## src/tgad_pkg.sv

```systemverilog
// Shared types and constants of the TGA true-color stream decoder.
`timescale 1ns / 1ps

package tgad_pkg;

    // Header layout of an uncompressed TGA file.
    localparam logic [4:0] HDR_CMAP_TYPE  = 5'd1;
    localparam logic [4:0] HDR_IMAGE_TYPE = 5'd2;
    localparam logic [4:0] HDR_WIDTH_LO   = 5'd12;
    localparam logic [4:0] HDR_WIDTH_HI   = 5'd13;
    localparam logic [4:0] HDR_HEIGHT_LO  = 5'd14;
    localparam logic [4:0] HDR_HEIGHT_HI  = 5'd15;
    localparam logic [4:0] HDR_DEPTH      = 5'd16;
    localparam logic [4:0] HDR_LAST       = 5'd17;

    localparam logic [7:0] CMAP_NONE       = 8'd0;
    localparam logic [7:0] TYPE_TRUECOLOR  = 8'd2;
    localparam logic [7:0] DEPTH_24        = 8'd24;
    localparam logic [7:0] DEPTH_32        = 8'd32;
    localparam logic [7:0] ALPHA_OPAQUE    = 8'd255;

    // Command queue between the parser and the output stage.
    localparam int QUEUE_DEPTH = 4;
    localparam int QPTR_W      = $clog2(QUEUE_DEPTH);

    // Configuration register indexes.
    localparam logic [1:0] CFG_KEY_ENABLE = 2'd0;
    localparam logic [1:0] CFG_KEY_RED    = 2'd1;
    localparam logic [1:0] CFG_KEY_GREEN  = 2'd2;
    localparam logic [1:0] CFG_KEY_BLUE   = 2'd3;

    typedef enum logic [1:0] {
        KIND_PIXEL     = 2'd0,
        KIND_HEADER    = 2'd1,
        KIND_BAD_TYPE  = 2'd2,
        KIND_BAD_DEPTH = 2'd3
    } kind_t;

    typedef enum logic [2:0] {
        PH_IDLE   = 3'b001,
        PH_HEADER = 3'b010,
        PH_PIXELS = 3'b100
    } phase_t;

    typedef struct packed {
        logic       key_enable;
        logic [7:0] key_red;
        logic [7:0] key_green;
        logic [7:0] key_blue;
    } cfg_t;

    // One classified result on its way to the output stage.
    typedef struct packed {
        kind_t       kind;
        logic [7:0]  red;
        logic [7:0]  green;
        logic [7:0]  blue;
        logic [7:0]  alpha;
        logic        keyable;   // 24-bit pixel, subject to the color key
        logic        depth32;
        logic [15:0] width;
        logic [15:0] height;
        logic [7:0]  bpp;
        logic        last;
    } cmd_t;

endpackage

```

## src/tgad_front.sv

```systemverilog
// Byte parser: tracks the header and pixel layout and emits result commands.
`timescale 1ns / 1ps

module tgad_front import tgad_pkg::*; (
    input  logic       aclk,
    input  logic       aresetn,
    input  logic       in_valid,
    output logic       in_ready,
    input  logic [7:0] in_byte,
    input  logic       in_start,
    input  logic       q_full,
    output logic       q_push,
    output cmd_t       q_cmd
);

    phase_t      phase_reg, phase_next;
    logic [4:0]  pos_reg, pos_next;
    logic        type_ok_reg, type_ok_next;
    logic [15:0] width_reg, width_next;
    logic [15:0] height_reg, height_next;
    logic [7:0]  depth_reg, depth_next;
    logic [1:0]  idx_reg, idx_next;
    logic [23:0] gather_reg, gather_next;
    logic [31:0] left_reg, left_next;
    logic [31:0] area_reg;
    logic        accept;
    logic        depth32;
    logic        pixel_done;

    assign in_ready   = ~q_full;
    assign accept     = in_valid & ~q_full;
    assign depth32    = (depth_reg == DEPTH_32);
    assign pixel_done = depth32 ? (idx_reg == 2'd3) : (idx_reg == 2'd2);

    always_comb begin
        phase_next   = phase_reg;
        pos_next     = pos_reg;
        type_ok_next = type_ok_reg;
        width_next   = width_reg;
        height_next  = height_reg;
        depth_next   = depth_reg;
        idx_next     = idx_reg;
        gather_next  = gather_reg;
        left_next    = left_reg;
        q_push       = 1'b0;
        q_cmd.kind    = KIND_HEADER;
        q_cmd.red     = '0;
        q_cmd.green   = '0;
        q_cmd.blue    = '0;
        q_cmd.alpha   = '0;
        q_cmd.keyable = 1'b0;
        q_cmd.depth32 = depth32;
        q_cmd.width   = width_reg;
        q_cmd.height  = height_reg;
        q_cmd.bpp     = depth_reg;
        q_cmd.last    = 1'b0;

        if (accept) begin
            if (in_start) begin
                // Byte zero of a new file; any file in progress is dropped.
                phase_next   = PH_HEADER;
                pos_next     = 5'd1;
                type_ok_next = 1'b1;
                width_next   = '0;
                height_next  = '0;
                depth_next   = '0;
                idx_next     = '0;
                gather_next  = '0;
                left_next    = '0;
            end else begin
                case (phase_reg)
                    PH_HEADER: begin
                        pos_next = pos_reg + 5'd1;
                        if (pos_reg == HDR_CMAP_TYPE && in_byte != CMAP_NONE) begin
                            type_ok_next = 1'b0;
                        end
                        if (pos_reg == HDR_IMAGE_TYPE && in_byte != TYPE_TRUECOLOR) begin
                            type_ok_next = 1'b0;
                        end
                        if (pos_reg == HDR_WIDTH_LO)  width_next[7:0]   = in_byte;
                        if (pos_reg == HDR_WIDTH_HI)  width_next[15:8]  = in_byte;
                        if (pos_reg == HDR_HEIGHT_LO) height_next[7:0]  = in_byte;
                        if (pos_reg == HDR_HEIGHT_HI) height_next[15:8] = in_byte;
                        if (pos_reg == HDR_DEPTH)     depth_next        = in_byte;
                        if (pos_reg == HDR_LAST) begin
                            q_push = 1'b1;
                            if (!type_ok_reg) begin
                                q_cmd.kind = KIND_BAD_TYPE;
                                q_cmd.last = 1'b1;
                                phase_next = PH_IDLE;
                            end else if (depth_reg != DEPTH_24 && !depth32) begin
                                q_cmd.kind = KIND_BAD_DEPTH;
                                q_cmd.last = 1'b1;
                                phase_next = PH_IDLE;
                            end else begin
                                // The area product was registered after byte 15.
                                left_next   = area_reg;
                                idx_next    = '0;
                                gather_next = '0;
                                q_cmd.kind  = KIND_HEADER;
                                if (area_reg == '0) begin
                                    q_cmd.last = 1'b1;
                                    phase_next = PH_IDLE;
                                end else begin
                                    phase_next = PH_PIXELS;
                                end
                            end
                        end
                    end
                    PH_PIXELS: begin
                        if (!pixel_done) begin
                            case (idx_reg)
                                2'd0:    gather_next[7:0]   = in_byte;
                                2'd1:    gather_next[15:8]  = in_byte;
                                default: gather_next[23:16] = in_byte;
                            endcase
                            idx_next = idx_reg + 2'd1;
                        end else begin
                            q_push        = 1'b1;
                            q_cmd.kind    = KIND_PIXEL;
                            q_cmd.blue    = gather_reg[7:0];
                            q_cmd.green   = gather_reg[15:8];
                            q_cmd.red     = depth32 ? gather_reg[23:16] : in_byte;
                            q_cmd.alpha   = depth32 ? in_byte : ALPHA_OPAQUE;
                            q_cmd.keyable = ~depth32;
                            q_cmd.last    = (left_reg == 32'd1);
                            idx_next      = '0;
                            gather_next   = '0;
                            left_next     = left_reg - 32'd1;
                            if (left_reg == 32'd1) begin
                                phase_next = PH_IDLE;
                            end
                        end
                    end
                    default: begin
                        // Stray bytes outside a file are dropped.
                    end
                endcase
            end
        end
    end

    always_ff @(posedge aclk) begin
        if (!aresetn) begin
            phase_reg <= PH_IDLE;
            pos_reg   <= '0;
            idx_reg   <= '0;
        end else begin
            phase_reg <= phase_next;
            pos_reg   <= pos_next;
            idx_reg   <= idx_next;
        end
    end

    always_ff @(posedge aclk) begin
        type_ok_reg <= type_ok_next;
        width_reg   <= width_next;
        height_reg  <= height_next;
        depth_reg   <= depth_next;
        gather_reg  <= gather_next;
        left_reg    <= left_next;
        area_reg    <= width_reg * height_reg;
    end

endmodule

```

## src/tgad_queue.sv

```systemverilog
// Short command queue that decouples the parser from the output stage.
`timescale 1ns / 1ps

module tgad_queue import tgad_pkg::*; (
    input  logic aclk,
    input  logic aresetn,
    input  logic push,
    input  cmd_t push_cmd,
    input  logic pop,
    output cmd_t head_cmd,
    output logic empty,
    output logic full
);

    cmd_t              slot_reg [QUEUE_DEPTH];
    logic [QPTR_W-1:0] wr_ptr_reg, rd_ptr_reg;
    logic [QPTR_W:0]   count_reg;

    assign empty    = (count_reg == '0);
    assign full     = (count_reg == (QPTR_W+1)'(QUEUE_DEPTH));
    assign head_cmd = slot_reg[rd_ptr_reg];

    always_ff @(posedge aclk) begin
        if (!aresetn) begin
            wr_ptr_reg <= '0;
            rd_ptr_reg <= '0;
            count_reg  <= '0;
        end else begin
            if (push) wr_ptr_reg <= wr_ptr_reg + 1'b1;
            if (pop)  rd_ptr_reg <= rd_ptr_reg + 1'b1;
            if (push && !pop) begin
                count_reg <= count_reg + 1'b1;
            end else if (pop && !push) begin
                count_reg <= count_reg - 1'b1;
            end
        end
    end

    always_ff @(posedge aclk) begin
        if (push) slot_reg[wr_ptr_reg] <= push_cmd;
    end

endmodule

```

## src/tgad_back.sv

```systemverilog
// Output stage: applies the color key and holds the result for the sink.
`timescale 1ns / 1ps

module tgad_back import tgad_pkg::*; (
    input  logic        aclk,
    input  logic        aresetn,
    input  cfg_t        cfg,
    input  cmd_t        head_cmd,
    input  logic        q_empty,
    output logic        q_pop,
    output logic        out_valid,
    input  logic        out_ready,
    output kind_t       out_kind,
    output logic [7:0]  out_red,
    output logic [7:0]  out_green,
    output logic [7:0]  out_blue,
    output logic [7:0]  out_alpha,
    output logic        out_has_alpha,
    output logic [15:0] out_width,
    output logic [15:0] out_height,
    output logic [7:0]  out_bpp,
    output logic        out_last
);

    logic        valid_reg;
    kind_t       kind_reg;
    logic [7:0]  red_reg, green_reg, blue_reg, alpha_reg, bpp_reg;
    logic        has_alpha_reg, last_reg;
    logic [15:0] width_reg, height_reg;
    logic        key_hit;

    assign q_pop   = ~q_empty & (~valid_reg | out_ready);
    assign key_hit = head_cmd.keyable & cfg.key_enable
                   & (head_cmd.red == cfg.key_red)
                   & (head_cmd.green == cfg.key_green)
                   & (head_cmd.blue == cfg.key_blue);

    always_ff @(posedge aclk) begin
        if (!aresetn) begin
            valid_reg <= 1'b0;
        end else if (q_pop) begin
            valid_reg <= 1'b1;
        end else if (out_ready) begin
            valid_reg <= 1'b0;
        end
    end

    always_ff @(posedge aclk) begin
        if (q_pop) begin
            kind_reg      <= head_cmd.kind;
            red_reg       <= head_cmd.red;
            green_reg     <= head_cmd.green;
            blue_reg      <= head_cmd.blue;
            alpha_reg     <= key_hit ? 8'd0 : head_cmd.alpha;
            has_alpha_reg <= head_cmd.depth32 | cfg.key_enable;
            width_reg     <= head_cmd.width;
            height_reg    <= head_cmd.height;
            bpp_reg       <= head_cmd.bpp;
            last_reg      <= head_cmd.last;
        end
    end

    assign out_valid     = valid_reg;
    assign out_kind      = kind_reg;
    assign out_red       = red_reg;
    assign out_green     = green_reg;
    assign out_blue      = blue_reg;
    assign out_alpha     = alpha_reg;
    assign out_has_alpha = has_alpha_reg;
    assign out_width     = width_reg;
    assign out_height    = height_reg;
    assign out_bpp       = bpp_reg;
    assign out_last      = last_reg;

endmodule

```

## src/tga_truecolor_stream_decoder.sv

```systemverilog
// Top level of the streaming decoder for uncompressed true-color TGA files.
`timescale 1ns / 1ps
// A byte that completes a header or a pixel pushes its command into the queue at the edge
//   that accepts it; the output register takes the command when it holds no item or the
//   sink takes its item, and then raises m_tvalid.
// Throughput: one byte per cycle; s_tready drops only when the four-entry command queue
//   is full because the sink stalls.
// Reset: aresetn is synchronous and active low; it idles the parser, empties the queue,
//   drops the output valid and returns all key registers to zero.

module tga_truecolor_stream_decoder import tgad_pkg::*; (
    input  logic        aclk,
    input  logic        aresetn,
    // Byte stream in.
    input  logic        s_tvalid,
    output logic        s_tready,
    input  logic [7:0]  s_tdata,    // [7:0] data_byte
    input  logic        s_tuser,    // [0] file_start
    // Result stream out.
    output logic        m_tvalid,
    input  logic        m_tready,
    output logic [79:0] m_tdata,    // [7:0] red, [15:8] green, [23:16] blue, [31:24] alpha,
                                    // [32] has_alpha, [48:33] width, [64:49] height,
                                    // [72:65] bits_per_pixel, [79:73] zero
    output logic [1:0]  m_tuser,    // [1:0] kind
    output logic        m_tlast,
    // Configuration writes.
    input  logic        cfg_we,
    input  logic [1:0]  cfg_index,
    input  logic [7:0]  cfg_wdata
);

    cfg_t        cfg_reg;
    logic        q_push, q_pop, q_empty, q_full;
    cmd_t        push_cmd, head_cmd;
    kind_t       out_kind;
    logic [7:0]  out_red, out_green, out_blue, out_alpha, out_bpp;
    logic        out_has_alpha;
    logic [15:0] out_width, out_height;

    // The user must write the key registers only between files (the block does not enforce
    // it), so the output stage can read them at the moment each result is formed.
    always_ff @(posedge aclk) begin
        if (!aresetn) begin
            cfg_reg <= '0;
        end else if (cfg_we) begin
            case (cfg_index)
                CFG_KEY_ENABLE: cfg_reg.key_enable <= cfg_wdata[0];
                CFG_KEY_RED:    cfg_reg.key_red    <= cfg_wdata;
                CFG_KEY_GREEN:  cfg_reg.key_green  <= cfg_wdata;
                CFG_KEY_BLUE:   cfg_reg.key_blue   <= cfg_wdata;
                default:        cfg_reg            <= cfg_reg;
            endcase
        end
    end

    // The parser follows the header and the pixel byte order and pushes one
    // command for each byte that finishes a header or a pixel.
    tgad_front u_front (
        .aclk     (aclk),
        .aresetn  (aresetn),
        .in_valid (s_tvalid),
        .in_ready (s_tready),
        .in_byte  (s_tdata),
        .in_start (s_tuser),
        .q_full   (q_full),
        .q_push   (q_push),
        .q_cmd    (push_cmd)
    );

    // The queue lets the parser keep taking bytes while the sink holds a result.
    tgad_queue u_queue (
        .aclk     (aclk),
        .aresetn  (aresetn),
        .push     (q_push),
        .push_cmd (push_cmd),
        .pop      (q_pop),
        .head_cmd (head_cmd),
        .empty    (q_empty),
        .full     (q_full)
    );

    // The output stage resolves the color key and alpha flag, then registers the item.
    tgad_back u_back (
        .aclk          (aclk),
        .aresetn       (aresetn),
        .cfg           (cfg_reg),
        .head_cmd      (head_cmd),
        .q_empty       (q_empty),
        .q_pop         (q_pop),
        .out_valid     (m_tvalid),
        .out_ready     (m_tready),
        .out_kind      (out_kind),
        .out_red       (out_red),
        .out_green     (out_green),
        .out_blue      (out_blue),
        .out_alpha     (out_alpha),
        .out_has_alpha (out_has_alpha),
        .out_width     (out_width),
        .out_height    (out_height),
        .out_bpp       (out_bpp),
        .out_last      (m_tlast)
    );

    assign m_tuser = out_kind;
    assign m_tdata = {7'd0, out_bpp, out_height, out_width, out_has_alpha,
                      out_alpha, out_blue, out_green, out_red};

endmodule

```

## config.mk

```make
export PLATFORM = sky130hd
export DESIGN_NAME = tga_truecolor_stream_decoder
export DESIGN_NICKNAME = d
export VERILOG_FILES = /design/src/tgad_pkg.sv /design/src/tgad_front.sv /design/src/tgad_queue.sv /design/src/tgad_back.sv /design/src/tga_truecolor_stream_decoder.sv
export SDC_FILE = /design/constraint.sdc
export NUM_CORES = 1
export LEC_CHECK = 0
export BUFFER_PORTS_ARGS = -buffer_cell sky130_fd_sc_hd__buf_4
export CAP_MARGIN = 15
export CORE_UTILIZATION = 50
export CTS_BUF_LIST = sky130_fd_sc_hd__clkbuf_8
export CTS_CLUSTER_SIZE = 14
export DETAILED_ROUTE_END_ITERATION = 7
export PLACE_DENSITY = 0.67
export RECOVER_POWER = 100
export SYNTH_ARGS = -nofsm -noshare
export SYNTH_HDL_FRONTEND = slang
export SYNTH_SLANG_ARGS = --single-unit
```

## constraint.sdc

```tcl
create_clock -name aclk -period 13.2 [get_ports aclk]
set_input_delay 2.64 -clock aclk [delete_from_list [all_inputs] [get_ports aclk]]
set_output_delay 2.64 -clock aclk [all_outputs]
set_load 0.02 [all_outputs]
```

Word-level counts from Yosys, hierarchy flattened
Memories as Yosys holds them, arrays and structs flattened. A register that Yosys moved wholly into a read port is not among the register bits. Cells that the tools add are included.

Add/subtract/negate cells: 7. Multipliers: 1. Divide/modulo/power cells: 0. $lt $le $gt $ge: 0. Equality and inequality tests: 32. Shifts and indexed selects: 0. Mux-type cells: 72. Bitwise operators: 12. Reduce and logical (&&, ||, !) cells: 41.

Operators by type and width (number): $mux 32 (4); $mux 24 (4); $mux 8 (11); $mux 35 (2); $pmux 32 s2 (1); $pmux 24 s2 (1); $mux 34 (1); $mux 33 (1); $eq 32x1->1 const B (1); $logic_not 32->1 (1); $mul 16x16->32 (1); $mux 16 (2); $sub 32x1->32 const B (1); $mux 3 (9); $eq 8x8->1 (3); $reduce_and 6->1 (4); $eq 5x4->1 const B (4); $mux 2 (10); $mux 1 (19); $reduce_and 3->1 (6); $reduce_bool 2->1 (8); $ne 3x2->1 const B (4); $ne 4x3->1 const B (3); $eq 5x5->1 const B (2); other kinds (30) (62).

Register bits after elaboration: 248. Latch bits: 0. RAM bits: 308. Memory bits (read-only): 0. Input port bits: 24. Memories: 1.

Memory list: u_queue.slot_reg (depth 4, width 77, read ports 1, clocked after Yosys merged registers in 1, wr ports 1, line tgad_queue.sv:15) `cmd_t slot_reg [QUEUE_DEPTH];`.

Logic depth before layout (Yosys ltp)
Word-level depth: 10. Mapped depth: 21.

By module
A second synthesis with hierarchy kept.

Cell total of the unflattened synthesis: 2220. Area total of the unflattened synthesis: 29918.7 µm².

By module, submodules not included: tgad_front (times used 1, cells each 1550, area an instance 14651.6 µm²); tgad_queue (times used 1, cells each 446, area an instance 11589.9 µm²); tgad_back (times used 1, cells each 122, area an instance 2666.3 µm²); tga_truecolor_stream_decoder (times used 1, cells each 102, area an instance 1011.0 µm²).

Least setup slack after synthesis
OpenSTA, ideal clock, no wires.

Kind: in2reg. Start point: in m_tready. End point: reg u_queue.count_reg[2]. Setup time: 76 ps. Arrival: 7780 ps. Data required time: 13124 ps. Slack: 5344 ps. Cell stages on the path: 9. Path buffers: 0. Cells stage by stage: inv_1 -> a21oi_1 -> inv_1 -> ha_1 -> inv_1 -> fa_1 -> xor2_1 -> or3_1 -> a21boi_0.

Longest elaborated chain between the ends: 5.

Ends and longest elaborated chain: start: declaration (line tga_truecolor_stream_decoder.sv:21) `input logic m_tready,`; $or 1x1->1 * (line tgad_back.sv:32) `assign q_pop = ~q_empty & (~valid_reg | out_ready);`; $and 1x1->1 * (line tgad_back.sv:32); named net q_pop (line tga_truecolor_stream_decoder.sv:34) `logic q_push, q_pop, q_empty, q_full;`; $logic_not 1->1 (line tgad_queue.sv:31) `if (push && !pop) begin`; $logic_and 1x1->1 (line tgad_queue.sv:31); $mux 3 / $reduce_bool 2->1 (equally long branches); end signal: assignment (line tgad_queue.sv:32) `count_reg <= count_reg + 1'b1;`; end signal: assignment (line tgad_queue.sv:34) `count_reg <= count_reg - 1'b1;`; end: declaration (line tgad_queue.sv:17) `logic [QPTR_W:0] count_reg;`.

Mark *: on every way through the listed nets, which the timed path passes. The rest lies on a longest branch. A chain may end at the register's enable or synchronous reset.

Worst setup path after layout
Start point: in s_tuser. End point: mem u_queue.slot_reg[2][36] (netlist name) (enable).

Longest elaborated chain between the ends: 4.

Ends and longest elaborated chain: start: declaration (line tga_truecolor_stream_decoder.sv:18) `input logic s_tuser,`; $mux 1 (line tgad_front.sv:59) `if (in_start) begin`; $mux 1 (line tgad_front.sv:58) `if (accept) begin`; named net q_push (line tga_truecolor_stream_decoder.sv:34); $mux 1 (line tgad_queue.sv:40) `if (push) slot_reg[wr_ptr_reg] <= push_cmd;`; $mux 1 (implied by the code) (line tgad_queue.sv:40); end: declaration (line tgad_queue.sv:15).

The timed path passes the listed nets, and every way through them passes these cells.

==> results.tsv <==
metric	value	unit
status	finished with violations	
violations	DRC, capacitance limit, slew limit	
rsz0062_at_grt	false	
drc	26	
maxCapViolations	12	
postSynthAreaPerCell	13.4	um2
max_freq	0.108	GHz
synth_seq_area_share	53.2	%
port-buffer-count	101	
h-tree-depth	3	
worst_r2r_endpoint	u_back.out_alpha[5]	
finalCriticalPeriod	9280	ps
synth_top_area_share	48.1	%
die_height	247	um
largest_register_ffs	308	
n_antenna_cell	0	
slew_violations	574	
grt_max_degree	66	
worstPathArrival	9430	ps
finalSetupTns	0	ps
fin_nets	2693	
tritoncts	yes	
finalCritPeriodShare	70.3	%
fin_hold_ws	518	ps
antenna_found_initial	4	
grt_use_total	22.6	%
ys.warnings.count	0	
drive_gt1_share	9.15	%
drt_wl_total	66900	um
ioPinCount	109	
place.gp.congestion	0.864	
clock-root-buffer	clkbuf_8	
cts.sinks	558	
vias	17900	
core_area	0.0592	mm2
grt_pass1_vias	18400	
critical_path_class	input port to flop	
cts.clk_slew.worst_paths	60	ps
multi_input_area	0.0127	mm2
r2r_slack	4560	ps
setup_violations	0	
grt_first_pass_wirelength	104000	um
ant_nets	0	
syn_area	0.0300	mm2
synth_area_leader_cell	edfxtp_1	
critPathMaxFanout	64	
numCtsBuffers	87	
grt_overflow	0	
wl_per_cell	20.9	um
reg2reg_depth	7	
die_x	247	um
dpl.hpwl	45500	um
routed_via_density	5.60	
synth_cell_type_count	71	
skew	48.0	ps
synth-edff-count	481	
fp-row-count	89	
ys_async_sr_fraction	0	%
area_growth	9.30	%
cts_resized	0	
startpoint	s_tuser	
syn_inst	2243	
final_util	55.4	%
worst_pin_slew	4370	ps
final-hold-violation-count	0	
clockBufferDepth	3	
end_kind	flop	
holdBufCountCts	0	
required	13350	ps
yosys_most_used_dff	edfxtp_1	
dr.pass1.iters	8	
hp-class	flop to flop	
regArea	0.0160	mm2
synth.area.top_cells	edfxtp_1 (48%), fa_1 (13%), mux4_2 (5.2%)	
postCtsSetupBuffers	0	
max_slew_margin	-191	%
dieArea	0.0611	mm2
start_util	50.7	%
endpoint	u_queue.slot_reg[2][36]	
startpoint_type	input port	
ys_ff_latch	558	
clock_latency	680	ps
drt-initial-drc-count	1381	
yosysMostFrequentCell	edfxtp_1	
nFillCells	4885	
synth_common_cells	edfxtp_1 (481), inv_1 (252), nand2_1 (202)	
## cells in the final DEF, fill, tap and decap left out, types with 55 or more instances in the layout
master	instances
fa_1	195
ha_1	118
dfxtp_1	76
clkbuf_8	100
inv_1	285
nand2_1	202
nor2_1	101
mux4_2	69
edfxtp_1	481
xnor2_1	55
clkbuf_1	92
and2_1	114
mux2i_1	60
## logic make-up (layout without fill, tap and decap cells)
family,after synthesis,after routing,synth area share (%)
DFF,558,558,53.2
AOI/OAI and AO/OA,192,192,4.34
and+or+nand+nor,623,623,10.6
other,1,7,0.0125
muxes,129,129,7.17
xor gates and xnor gates,77,77,2.24
buffers and inverters,350,527,4.56
adders and majority gates,313,313,17.9
## how the worst min path moves through the flow
stage | start | endpoint | slack, ps | cells after the start
5_1_grt | u_front.phase_reg[2] | u_front.phase_reg[2] | 550 | 2
2_1_floorplan | u_front.phase_reg[1] | u_front.phase_reg[1] | 460 | 2
4_1_cts | u_front.phase_reg[2] | u_front.phase_reg[2] | 510 | 2
3_5_place_dp | u_front.phase_reg[2] | u_front.phase_reg[2] | 490 | 2
6_report | u_front.phase_reg[2] | u_front.phase_reg[2] | 520 | 2
3_3_place_gp | u_front.phase_reg[2] | u_front.phase_reg[2] | 480 | 2
## worst max-delay path, stage by stage
cell and delay (ps):
clkbuf_1 930, a211oi_1 1150, nand2_1 220, nand2_1 310
and2_0 940, clkbuf_1 3090
## final cells by class
cell class	instances	share of cell area, %
flip-flops and latches	558	48.7
multi-input cells	1341	38.7
clock buffers	100	4.19
well taps	773	2.95
inverters	253	2.89
repair buffers	115	1.58
clock inverters	59	1.02
## layer usage
metal  GRT usage [%]  part of all wire [%]  vias up
met5            1.31                  0.16        -
met4            6.06                   1.5        2
met3            3.56                   5.8       80
met2            37.3                    49      584
met1            30.9                    44     9226
li1                -                     -     8037
## per-stage QoR
stage | std cells | worst slack [ps] | cell area (um2)
2_1_floorplan | 2249 | 5340 | 30100
3_3_place_gp | 3039 | 7040 | 31500
3_5_place_dp | 3040 | 6890 | 31500
4_1_cts | 3199 | 6850 | 33200
5_1_grt | 3199 | 3370 | 32800
6_report | 3199 | 3920 | 32800
Power is not shown: default switching activity piles up to over one toggle a cycle in this logic, so the estimate is an artifact.
